## config.mk

```make
export PLATFORM = sky130hd
export DESIGN_NAME = mini_uart_registers_core_flat
export DESIGN_NICKNAME = d
export VERILOG_FILES = /design/src/rtl/mur_pkg.sv /design/src/rtl/mur_if.sv /design/src/rtl/mur_fifo.sv /design/src/rtl/mini_uart_registers_core.sv /design/src/flat_wrapper.sv
export SDC_FILE = /design/constraint.sdc
export NUM_CORES = 1
export LEC_CHECK = 0
export ABC_AREA = 1
export BUFFER_PORTS_ARGS = -buffer_cell sky130_fd_sc_hd__buf_4
export CAP_MARGIN = 10
export CELL_PAD_IN_SITES_DETAIL_PLACEMENT = 2
export CELL_PAD_IN_SITES_GLOBAL_PLACEMENT = 2
export CORE_MARGIN = 4
export CORE_UTILIZATION = 30
export DETAILED_ROUTE_END_ITERATION = 8
export PLACE_DENSITY = 0.75
export SYNTH_ARGS = -nofsm -noshare
export SYNTH_HDL_FRONTEND = slang
export SYNTH_HIERARCHICAL = 1
export SYNTH_SLANG_ARGS = --single-unit
```

## constraint.sdc

```tcl
create_clock -name clk -period 6.59 [get_ports clk]
set_input_delay 0.3295 -clock clk [delete_from_list [all_inputs] [get_ports clk]]
set_output_delay 0.3295 -clock clk [all_outputs]
set_load 0.02 [all_outputs]
```

## src/rtl/mur_pkg.sv

```systemverilog
// Shared types and constants for the mini UART register block.
package mur_pkg;

  typedef enum logic [1:0] {
    OP_READ    = 2'd0,
    OP_WRITE   = 2'd1,
    OP_RX_BYTE = 2'd2,
    OP_TX_TAKE = 2'd3
  } op_t;

  typedef enum logic [3:0] {
    REG_IRQ     = 4'd0,
    REG_ENABLES = 4'd1,
    REG_IO      = 4'd2,
    REG_IER     = 4'd3,
    REG_IIR     = 4'd4,
    REG_LCR     = 4'd5,
    REG_MCR     = 4'd6,
    REG_LSR     = 4'd7,
    REG_MSR     = 4'd8,
    REG_SCRATCH = 4'd9,
    REG_CNTL    = 4'd10,
    REG_STAT    = 4'd11,
    REG_BAUD    = 4'd12
  } reg_idx_t;

  localparam int unsigned DLAB_BIT      = 7;
  localparam logic [7:0]  IIR_FIFO_BITS = 8'hC0;
  localparam logic [7:0]  MSR_VALUE     = 8'h10;
  localparam logic [7:0]  CNTL_RESET    = 8'h03;
  localparam logic [3:0]  LEVEL_CAP     = 4'd8;
  localparam logic [2:0]  IIR_ID_TX     = 3'b010;
  localparam logic [2:0]  IIR_ID_RX     = 3'b100;
  localparam logic [2:0]  IIR_ID_NONE   = 3'b001;

  typedef struct packed {
    op_t         op;
    logic [3:0]  reg_index;
    logic [15:0] write_data;
    logic [7:0]  rx_byte;
  } in_item_t;

  typedef struct packed {
    logic [31:0] read_data;
    logic        tx_valid;
    logic [7:0]  tx_byte;
    logic        irq_out;
  } out_item_t;

  typedef struct packed {
    logic push;
    logic pop;
    logic clear;
  } fifo_ctrl_t;

  typedef struct packed {
    logic       empty;
    logic       full;
    logic [3:0] level;
  } fifo_stat_t;

endpackage

```

## src/rtl/mur_if.sv

```systemverilog
// Valid/ready channel interfaces for the input and result transactions.
interface mur_in_if;
  import mur_pkg::*;
  logic     valid;
  logic     ready;
  in_item_t payload;
  modport source (output valid, output payload, input ready);
  modport sink   (input valid, input payload, output ready);
endinterface

interface mur_out_if;
  import mur_pkg::*;
  logic      valid;
  logic      ready;
  out_item_t payload;
  modport source (output valid, output payload, input ready);
  modport sink   (input valid, input payload, output ready);
endinterface

```

## src/rtl/mur_fifo.sv

```systemverilog
// Byte FIFO with head-of-queue read data registered from its memory.
module mur_fifo #(
  parameter int unsigned DEPTH = 8
) (
  input  logic                clk,
  input  logic                rst_n,
  input  mur_pkg::fifo_ctrl_t ctrl,
  input  logic [7:0]          push_data,
  output logic [7:0]          head_data,
  output mur_pkg::fifo_stat_t stat
);
  import mur_pkg::*;

  localparam int unsigned AW = (DEPTH > 1) ? $clog2(DEPTH) : 1;
  localparam int unsigned CW = $clog2(DEPTH + 1);
  localparam int unsigned LW = (CW > 4) ? CW : 4;

  logic [7:0]    mem [DEPTH];
  logic [AW-1:0] head_r, head_nxt, head_inc, wr_addr;
  logic [CW-1:0] count_r, count_nxt;
  logic [7:0]    rd_r;
  logic [AW:0]   tail_sum;

  // Tail slot is head plus count, wrapped once.
  assign tail_sum = (AW+1)'(head_r) + (AW+1)'(count_r);
  assign wr_addr  = (tail_sum >= (AW+1)'(DEPTH)) ? AW'(tail_sum - (AW+1)'(DEPTH))
                                                 : AW'(tail_sum);
  assign head_inc = (head_r == AW'(DEPTH - 1)) ? '0 : head_r + 1'b1;

  always_comb begin
    head_nxt  = head_r;
    count_nxt = count_r;
    if (ctrl.clear) begin
      head_nxt  = '0;
      count_nxt = '0;
    end else begin
      if (ctrl.pop) begin
        head_nxt = head_inc;
      end
      if (ctrl.push && !ctrl.pop) begin
        count_nxt = count_r + 1'b1;
      end else if (ctrl.pop && !ctrl.push) begin
        count_nxt = count_r - 1'b1;
      end
    end
  end

  always_ff @(posedge clk) begin
    if (!rst_n) begin
      head_r  <= '0;
      count_r <= '0;
    end else begin
      head_r  <= head_nxt;
      count_r <= count_nxt;
    end
  end

  always_ff @(posedge clk) begin
    if (ctrl.push) begin
      mem[wr_addr] <= push_data;
    end
  end

  // Look ahead to the next head; forward a byte written into that slot.
  always_ff @(posedge clk) begin
    if (ctrl.push && (wr_addr == head_nxt)) begin
      rd_r <= push_data;
    end else begin
      rd_r <= mem[head_nxt];
    end
  end

  assign head_data  = rd_r;
  assign stat.empty = (count_r == '0);
  assign stat.full  = (count_r == CW'(DEPTH));
  assign stat.level = (LW'(count_r) >= LW'(LEVEL_CAP)) ? LEVEL_CAP : 4'(count_r);

`ifndef SYNTHESIS
  a_count_bound: assert property (@(posedge clk) disable iff (!rst_n)
    count_r <= CW'(DEPTH))
    else $error("fifo count exceeds depth");
  a_no_push_full: assert property (@(posedge clk) disable iff (!rst_n)
    ctrl.push |-> !stat.full)
    else $error("push into full fifo");
  a_no_pop_empty: assert property (@(posedge clk) disable iff (!rst_n)
    ctrl.pop |-> !stat.empty)
    else $error("pop from empty fifo");
`endif

endmodule

```

## src/rtl/mini_uart_registers_core.sv

```systemverilog
// Top level: mini UART register block with receive and transmit FIFOs.
//
//  channel   direction  payload                                  handshake
//  in_chan   sink       op, reg_index, write_data, rx_byte       valid/ready
//  out_chan  source     read_data, tx_valid, tx_byte, irq_out    valid/ready
//
// One transaction in gives exactly one result transaction out.
// Throughput is one transaction per cycle while out_chan is not stalled: a
// transaction sits in the input register, where the register file and both
// FIFOs update, and its result lands in the output register.
// The FIFO head byte comes from a registered read of its memory, fetched the
// cycle before it is needed.
// rst_n is synchronous, active low; it clears control state and FIFO pointers.
// A stall on out_chan holds the input register, which then drops in_chan.ready.
module mini_uart_registers_core #(
  parameter int unsigned FIFO_DEPTH = 8
) (
  input logic        clk,
  input logic        rst_n,
  mur_in_if.sink     in_chan,
  mur_out_if.source  out_chan
);
  import mur_pkg::*;

  // Input register stage
  logic      s1_valid_r;
  in_item_t  s1_item_r;
  logic      advance;

  // Output register
  logic      out_valid_r;
  out_item_t out_r, result;

  // Register file
  logic [7:0]  enables_r,   enables_nxt;
  logic [7:0]  ier_r,       ier_nxt;
  logic [7:0]  lcr_r,       lcr_nxt;
  logic [7:0]  mcr_r,       mcr_nxt;
  logic [7:0]  scratch_r,   scratch_nxt;
  logic [7:0]  cntl_r,      cntl_nxt;
  logic [15:0] baud_r,      baud_nxt;
  logic        overrun_r,   overrun_nxt;

  // FIFO hookup
  fifo_ctrl_t rx_ctrl, tx_ctrl, rx_ctrl_g, tx_ctrl_g;
  fifo_stat_t rx_stat, tx_stat;
  logic [7:0] rx_head, tx_head;

  logic       uart_on, dlab, reg_open;
  logic [3:0] idx;
  logic [7:0] lo;
  logic       tx_pend, rx_pend, irq_now;
  logic       rx_empty_nxt, tx_empty_nxt;
  logic [2:0] iir_id;

  // Advance the input register when the output register is free or draining.
  assign advance       = s1_valid_r && (!out_valid_r || out_chan.ready);
  assign in_chan.ready = !s1_valid_r || advance;

  always_ff @(posedge clk) begin
    if (!rst_n) begin
      s1_valid_r <= 1'b0;
    end else if (in_chan.valid && in_chan.ready) begin
      s1_valid_r <= 1'b1;
    end else if (advance) begin
      s1_valid_r <= 1'b0;
    end
  end

  always_ff @(posedge clk) begin
    if (in_chan.valid && in_chan.ready) begin
      s1_item_r <= in_chan.payload;
    end
  end

  assign uart_on  = enables_r[0];
  assign dlab     = lcr_r[DLAB_BIT];
  assign idx      = s1_item_r.reg_index;
  assign lo       = s1_item_r.write_data[7:0];
  // IRQ and ENABLES stay reachable with the UART off; every other register access is gated.
  assign reg_open = uart_on || (idx == REG_IRQ) || (idx == REG_ENABLES);

  assign tx_pend = ier_r[1] && tx_stat.empty;
  assign rx_pend = ier_r[0] && !rx_stat.empty;
  assign irq_now = uart_on && (tx_pend || rx_pend);
  // Transmit wins over receive in the IIR.
  assign iir_id  = tx_pend ? IIR_ID_TX : (rx_pend ? IIR_ID_RX : IIR_ID_NONE);

  always_comb begin
    enables_nxt = enables_r;
    ier_nxt     = ier_r;
    lcr_nxt     = lcr_r;
    mcr_nxt     = mcr_r;
    scratch_nxt = scratch_r;
    cntl_nxt    = cntl_r;
    baud_nxt    = baud_r;
    overrun_nxt = overrun_r;
    rx_ctrl     = '0;
    tx_ctrl     = '0;
    result      = '0;
    case (s1_item_r.op)
      OP_READ: begin
        if (reg_open) begin
          case (reg_idx_t'(idx))
            REG_IRQ:     result.read_data = {31'b0, irq_now};
            REG_ENABLES: result.read_data = {24'b0, enables_r};
            REG_IO: begin
              if (dlab) begin
                lcr_nxt[DLAB_BIT] = 1'b0;
                result.read_data  = {24'b0, baud_r[7:0]};
              end else if (!rx_stat.empty) begin
                rx_ctrl.pop      = 1'b1;
                result.read_data = {24'b0, rx_head};
              end
            end
            REG_IER: begin
              result.read_data = dlab ? {24'b0, baud_r[15:8]} : {24'b0, ier_r};
            end
            // The interrupt id codes already sit in bits 2:0, no-pending flag included.
            REG_IIR:     result.read_data = {24'b0, IIR_FIFO_BITS | {5'b0, iir_id}};
            REG_LCR:     result.read_data = {24'b0, lcr_r};
            REG_MCR:     result.read_data = {24'b0, mcr_r};
            REG_LSR: begin
              result.read_data = {25'b0, tx_stat.empty, !tx_stat.full, 3'b0,
                                  overrun_r, !rx_stat.empty};
              overrun_nxt = 1'b0;
            end
            REG_MSR:     result.read_data = {24'b0, MSR_VALUE};
            REG_SCRATCH: result.read_data = {24'b0, scratch_r};
            REG_CNTL:    result.read_data = {24'b0, cntl_r};
            REG_STAT: begin
              result.read_data = {4'b0, tx_stat.level, 4'b0, rx_stat.level, 6'b0,
                                  rx_stat.empty && tx_stat.empty, tx_stat.empty,
                                  2'b0, tx_stat.full, overrun_r, tx_stat.empty,
                                  rx_stat.empty, !tx_stat.full, !rx_stat.empty};
            end
            REG_BAUD:    result.read_data = {16'b0, baud_r};
            default:     result.read_data = '0;
          endcase
        end
      end
      OP_WRITE: begin
        if (reg_open) begin
          case (reg_idx_t'(idx))
            REG_ENABLES: enables_nxt = lo;
            REG_IO: begin
              if (dlab) begin
                lcr_nxt[DLAB_BIT] = 1'b0;
                baud_nxt[7:0]     = lo;
              end else if (!tx_stat.full) begin
                tx_ctrl.push = 1'b1;
              end
            end
            REG_IER: begin
              if (dlab) begin
                baud_nxt[15:8] = lo;
              end else begin
                ier_nxt = lo;
              end
            end
            REG_IIR: begin
              rx_ctrl.clear = lo[1];
              tx_ctrl.clear = lo[2];
            end
            REG_LCR:     lcr_nxt     = lo;
            REG_MCR:     mcr_nxt     = lo;
            REG_SCRATCH: scratch_nxt = lo;
            REG_CNTL:    cntl_nxt    = lo;
            REG_BAUD:    baud_nxt    = s1_item_r.write_data;
            default:     ;
          endcase
        end
      end
      OP_RX_BYTE: begin
        // Line bytes land regardless of the enable bit; a full FIFO drops them.
        if (rx_stat.full) begin
          overrun_nxt = 1'b1;
        end else begin
          rx_ctrl.push = 1'b1;
        end
      end
      OP_TX_TAKE: begin
        if (!tx_stat.empty) begin
          tx_ctrl.pop     = 1'b1;
          result.tx_valid = 1'b1;
          result.tx_byte  = tx_head;
        end
      end
      default: ;
    endcase

    // Interrupt state as it stands after this transaction.
    rx_empty_nxt = rx_ctrl.clear || (!rx_ctrl.push &&
                   (rx_stat.empty || (rx_ctrl.pop && rx_stat.level == 4'd1)));
    tx_empty_nxt = tx_ctrl.clear || (!tx_ctrl.push &&
                   (tx_stat.empty || (tx_ctrl.pop && tx_stat.level == 4'd1)));
    result.irq_out = enables_nxt[0] &&
                     ((ier_nxt[1] && tx_empty_nxt) || (ier_nxt[0] && !rx_empty_nxt));
  end

  // Touch the FIFOs only on the cycle the transaction actually retires.
  assign rx_ctrl_g = advance ? rx_ctrl : '0;
  assign tx_ctrl_g = advance ? tx_ctrl : '0;

  mur_fifo #(.DEPTH(FIFO_DEPTH)) u_rx_fifo (
    .clk       (clk),
    .rst_n     (rst_n),
    .ctrl      (rx_ctrl_g),
    .push_data (s1_item_r.rx_byte),
    .head_data (rx_head),
    .stat      (rx_stat)
  );

  mur_fifo #(.DEPTH(FIFO_DEPTH)) u_tx_fifo (
    .clk       (clk),
    .rst_n     (rst_n),
    .ctrl      (tx_ctrl_g),
    .push_data (lo),
    .head_data (tx_head),
    .stat      (tx_stat)
  );

  always_ff @(posedge clk) begin
    if (!rst_n) begin
      enables_r <= '0;
      ier_r     <= '0;
      lcr_r     <= '0;
      mcr_r     <= '0;
      scratch_r <= '0;
      cntl_r    <= CNTL_RESET;
      baud_r    <= '0;
      overrun_r <= 1'b0;
    end else if (advance) begin
      enables_r <= enables_nxt;
      ier_r     <= ier_nxt;
      lcr_r     <= lcr_nxt;
      mcr_r     <= mcr_nxt;
      scratch_r <= scratch_nxt;
      cntl_r    <= cntl_nxt;
      baud_r    <= baud_nxt;
      overrun_r <= overrun_nxt;
    end
  end

  // Result register: load on advance, drop once taken.
  always_ff @(posedge clk) begin
    if (!rst_n) begin
      out_valid_r <= 1'b0;
    end else if (advance) begin
      out_valid_r <= 1'b1;
    end else if (out_chan.ready) begin
      out_valid_r <= 1'b0;
    end
  end

  always_ff @(posedge clk) begin
    if (advance) begin
      out_r <= result;
    end
  end

  assign out_chan.valid   = out_valid_r;
  assign out_chan.payload = out_r;

`ifndef SYNTHESIS
  a_stall_holds_input: assert property (@(posedge clk) disable iff (!rst_n)
    (s1_valid_r && out_valid_r && !out_chan.ready) |-> !in_chan.ready)
    else $error("input register overwritten while output stalled");
  a_tx_no_read_data: assert property (@(posedge clk) disable iff (!rst_n)
    (out_valid_r && out_r.tx_valid) |-> (out_r.read_data == '0))
    else $error("tx byte result carries read data");
  a_irq_needs_enable: assert property (@(posedge clk) disable iff (!rst_n)
    (out_valid_r && out_r.irq_out) |-> enables_r[0])
    else $error("irq reported with uart disabled");
`endif

endmodule
```

## src/flat_wrapper.sv

```systemverilog
// flat-port wrapper written by rule: the top's interface ports become plain ports
module mini_uart_registers_core_flat import mur_pkg::*;
#(
  parameter int unsigned FIFO_DEPTH = 8
)
  (clk, rst_n, in_chan_valid, in_chan_payload, in_chan_ready, out_chan_valid, out_chan_payload, out_chan_ready);
  mur_in_if in_chan_i ();
  mur_out_if out_chan_i ();
  input logic clk;
  input logic rst_n;
  input wire logic [$bits(in_chan_i.valid)-1:0] in_chan_valid;
  input wire logic [$bits(in_chan_i.payload)-1:0] in_chan_payload;
  output wire logic [$bits(in_chan_i.ready)-1:0] in_chan_ready;
  output wire logic [$bits(out_chan_i.valid)-1:0] out_chan_valid;
  output wire logic [$bits(out_chan_i.payload)-1:0] out_chan_payload;
  input wire logic [$bits(out_chan_i.ready)-1:0] out_chan_ready;
  assign in_chan_i.valid = in_chan_valid;
  assign in_chan_i.payload = in_chan_payload;
  assign in_chan_ready = in_chan_i.ready;
  assign out_chan_valid = out_chan_i.valid;
  assign out_chan_payload = out_chan_i.payload;
  assign out_chan_i.ready = out_chan_ready;
  mini_uart_registers_core #(.FIFO_DEPTH(FIFO_DEPTH)) u_core (.clk(clk), .rst_n(rst_n), .in_chan(in_chan_i), .out_chan(out_chan_i));
endmodule
```

==> flow_metrics.tcl <==
set metrics [dict create \
    status "complete, no violations" \
    fp-row-count 73 \
    p_total_w 0.00412 \
    layout_commonest_cell "nor2_1" \
    grt_pass1_vias 10399 \
    setup_viol 0 \
    ys_seq_area_share_pct 60.9 \
    antenna_found_initial 1 \
    synthArstFlopShare_pct 0 \
    path_class "reg2reg" \
    min_period_ns 3.55 \
    die_h_um 211 \
    io_pins 78 \
    seq_area_um2 7510 \
    hold_viol_final 0 \
    p_int_w 0.00320 \
    p_switching_w 0.000912 \
    slew_headroom_pct 25.5 \
    place.gp.congestion 0.828 \
    via_count 9562 \
    synth-seq-cells 279 \
    p_per_area_nw_per_um2 281 \
    endpoint_kind "flip-flop" \
    ant_nets 0 \
    rsz0062_at_grt "no" \
    routedWlPerCell_um 20.5 \
    synthToLayoutAreaGrowth_pct 18.9 \
    synth.cell_area_um2 12300 \
    seqPwrFrac_pct 46.8 \
    fin_skew_ns 0.0215 \
    worstPathMaxFanout 23 \
    die_w_um 211 \
    drt-total-wl_mm 39.9 \
    comb_power_share_pct 4.1 \
    worstPathRequired_ns 7.02 \
    track_usage_pct 17.7 \
    fin_nets 1447 \
    cts_tree "built" \
    num_antenna_cells 0 \
    cts_sinks 279 \
    cp-start-kind "flip-flop" \
    leakage_nw 5.65 \
    initial_core_util_pct 30.7 \
    syn_inst 1307 \
    drt-initial-drc-count 554 \
    yosysTopAreaCell "edfxtp_1" \
    io_buffers 69 \
    fill_cells 4467 \
    path_common_cell "inv_1" \
    worst-path-buf-inv 4 \
    overflow 0 \
    cts_root_buf "clkbuf_16" \
    cts-htree-levels 2 \
    swShare_pct 22.2 \
    dp_hpwl_mm 27.0 \
    drc_errors 0 \
    cts.clk_slew.worst_paths_ns 0.05 \
    numPlacedInstances 1855 \
    drive_gt1_share_pct 11.2 \
    crit_family "simple AND/OR/NAND/NOR gates" \
    fmax_ghz 0.282 \
    die_area_um2 44400 \
    cp_cell_sequence "nor2_4, nand2_2, a21boi_1, inv_2, nor4_1, inv_1, ha_1, inv_1, ha_1, or2_2, nand3_1, nand3_1, nand2_1, inv_1" \
    grt_pass1_wl_mm 61.1 \
    critPathSlowestCell "nor4_1" \
    multiInputGateArea_um2 3910 \
    synthTopCellsByArea "edfxtp_1 47%, dfxtp_1 14%, nor2_1 7.8%, nand2_1 6.9%, inv_1 3.7%" \
    cp.arrival_ns 3.98 \
    route.top_layer_used "met4" \
    worst_slew_pin_slew_ns 1.11 \
    final_cells 1948 \
    slew_viol_final 0 \
    synth-edff-count 192 \
    final_cell_mix "255 x nor2_1, 227 x nand2_1, 192 x edfxtp_1, 122 x inv_1, 87 x dfxtp_1" \
    ys.flop_type "edfxtp_1" \
    max_stage_delay_ns 0.57 \
    yosysTopAreaCellShare_pct 46.8 \
    clock_latency_ns 0.54 \
    avgSynthCellArea_um2 9.43 \
    grt_max_degree 60 \
    synth.distinct_cells 41 \
    cts_setup_buffers 0 \
    ir_drop_mv 0.147 \
    wl_met2_mm 20.5 \
    clk_path_buf_depth 3 \
    hp-class "in2reg" \
    final.setup.tns_ns 0 \
    first_pass_iters 4 \
    via_per_inst 4.91 \
    finalCritPeriodShare_pct 53.9 \
    max_cap_violations 0 \
    numCtsBuffers 35 \
    core_um2 40200 \
    yosysWarnings 6 \
    wl_met3_mm 1.26 \
    clkPwrFrac_pct 49.1 \
    m1WireLength_mm 17.3 \
]
synthesized netlist by cell type (3+ instances only):
master and count:
nor2_1 255, nand2_1 227, edfxtp_1 192, inv_1 123, dfxtp_1 87, o21ai_0 81
o21ai_1 73, a21oi_1 62, nand3_1 33, nor3_1 23, buf_6 21, clkbuf_1 21
o22ai_1 13, ha_1 12, buf_4 10, buf_2 7, inv_2 7, nand4_1 6
nor4_1 6, a211oi_1 5, nand2_2 5, fa_1 4, nor2_2 4, o2111ai_1 4
nand2_4 3
timing repair:
| item | CTS | global route |
|---|---|---|
| hold endpoints to repair | 30 | 0 |
| hold buffers | 30 | 0 |
| gates resized for setup | 0 | 0 |
logic make-up after synthesis:
| logic type | Yosys count | synth area share, % |
|---|---|---|
| buffers and inverters | 193 | 7.57 |
| xor gates and xnor gates | 4 | 0.284 |
| other | 1 | 0.0304 |
| and+or+nand+nor | 569 | 18.8 |
| adders and majority gates | 16 | 1.87 |
| DFF | 279 | 60.9 |
| AOI/OAI and AO/OA | 245 | 10.5 |
sequential cells by signal, summed over array words and instances (netlist names), 4 cells and up, named ones only:
signal and cells:
u_core/baud_r 16, u_core/cntl_r 8, u_core/enables_r 8, u_core/idx 4, u_core/ier_r 8, u_core/lcr_r 8
u_core/lo 8, u_core/mcr_r 8, u_core/out_chan.payload 34, u_core/s1_item_r 18, u_core/scratch_r 8, u_core/u_rx_fifo/count_r 4
u_core/u_rx_fifo/mem 64, u_core/u_tx_fifo/count_r 4, u_core/u_tx_fifo/mem 64
per-stage QoR:
| stage | utilization (%) | worst slack [ns] | instance area [um2] | hold WS, ns |
|---|---|---|---|---|
| floorplan | - | 3.79 | 12400 | 0.425 |
| global placement | 32.7 | 3.25 | 13100 | 0.439 |
| detailed placement | 32.7 | 3.01 | 13100 | 0.446 |
| CTS | 36.5 | 3.01 | 14700 | 0.0653 |
| global route | 36.5 | 2.72 | 14700 | 0.0967 |
| finish | 36.5 | 3.04 | 14700 | 0.0891 |
metal layers:
metal	global-route usage [%]	vias to the layer above
met3	2.32	55
li1	-	4529
met1	22.3	4822
met2	31.8	156
met5	0	-
met4	5.16	0
path summary, 6_finish.rpt:
kind         slack (ns)                          end  cells after the start       startpoint
max                3.04  u_core/u_rx_fifo/count_r[3]                     14    u_core/idx[2]
min                0.09            u_core/s1_valid_r                      3    in_chan_valid
max reg2reg        3.04  u_core/u_rx_fifo/count_r[3]                     14    u_core/idx[2]
min reg2reg        0.45              u_core/ier_r[7]                      2  u_core/ier_r[7]
power by group through the flow:
stage	clock (W)	combinational (W)	sequential, W
2_1_floorplan	0	0.0000812	0.00196
3_3_place_gp	0	0.000149	0.00196
3_5_place_dp	0	0.000154	0.00196
4_1_cts	0.00207	0.000170	0.00193
5_1_grt	0.00215	0.000186	0.00193
6_report	0.00202	0.000170	0.00193
final cells by class:
| class | instances | area share [%] |
|---|---|---|
| timing repair buffer | 105 | 5.89 |
| inverter | 134 | 3.47 |
| sequential | 279 | 51.2 |
| clock buffer | 47 | 6.69 |
| multi-input combinational | 842 | 26.7 |
| tap | 525 | 4.48 |
| clock inverter | 16 | 1.56 |
worst register-to-register path, delay by kind of cell (launching register included):
kind	cells	cell delay, ns
and+or+nand+nor	7	1.44
buffers and inverters	4	0.65
adders and majority gates	2	0.54
DFF	1	0.49
AOI/OAI and AO/OA	1	0.32
Power figures use the tool's default switching activity.
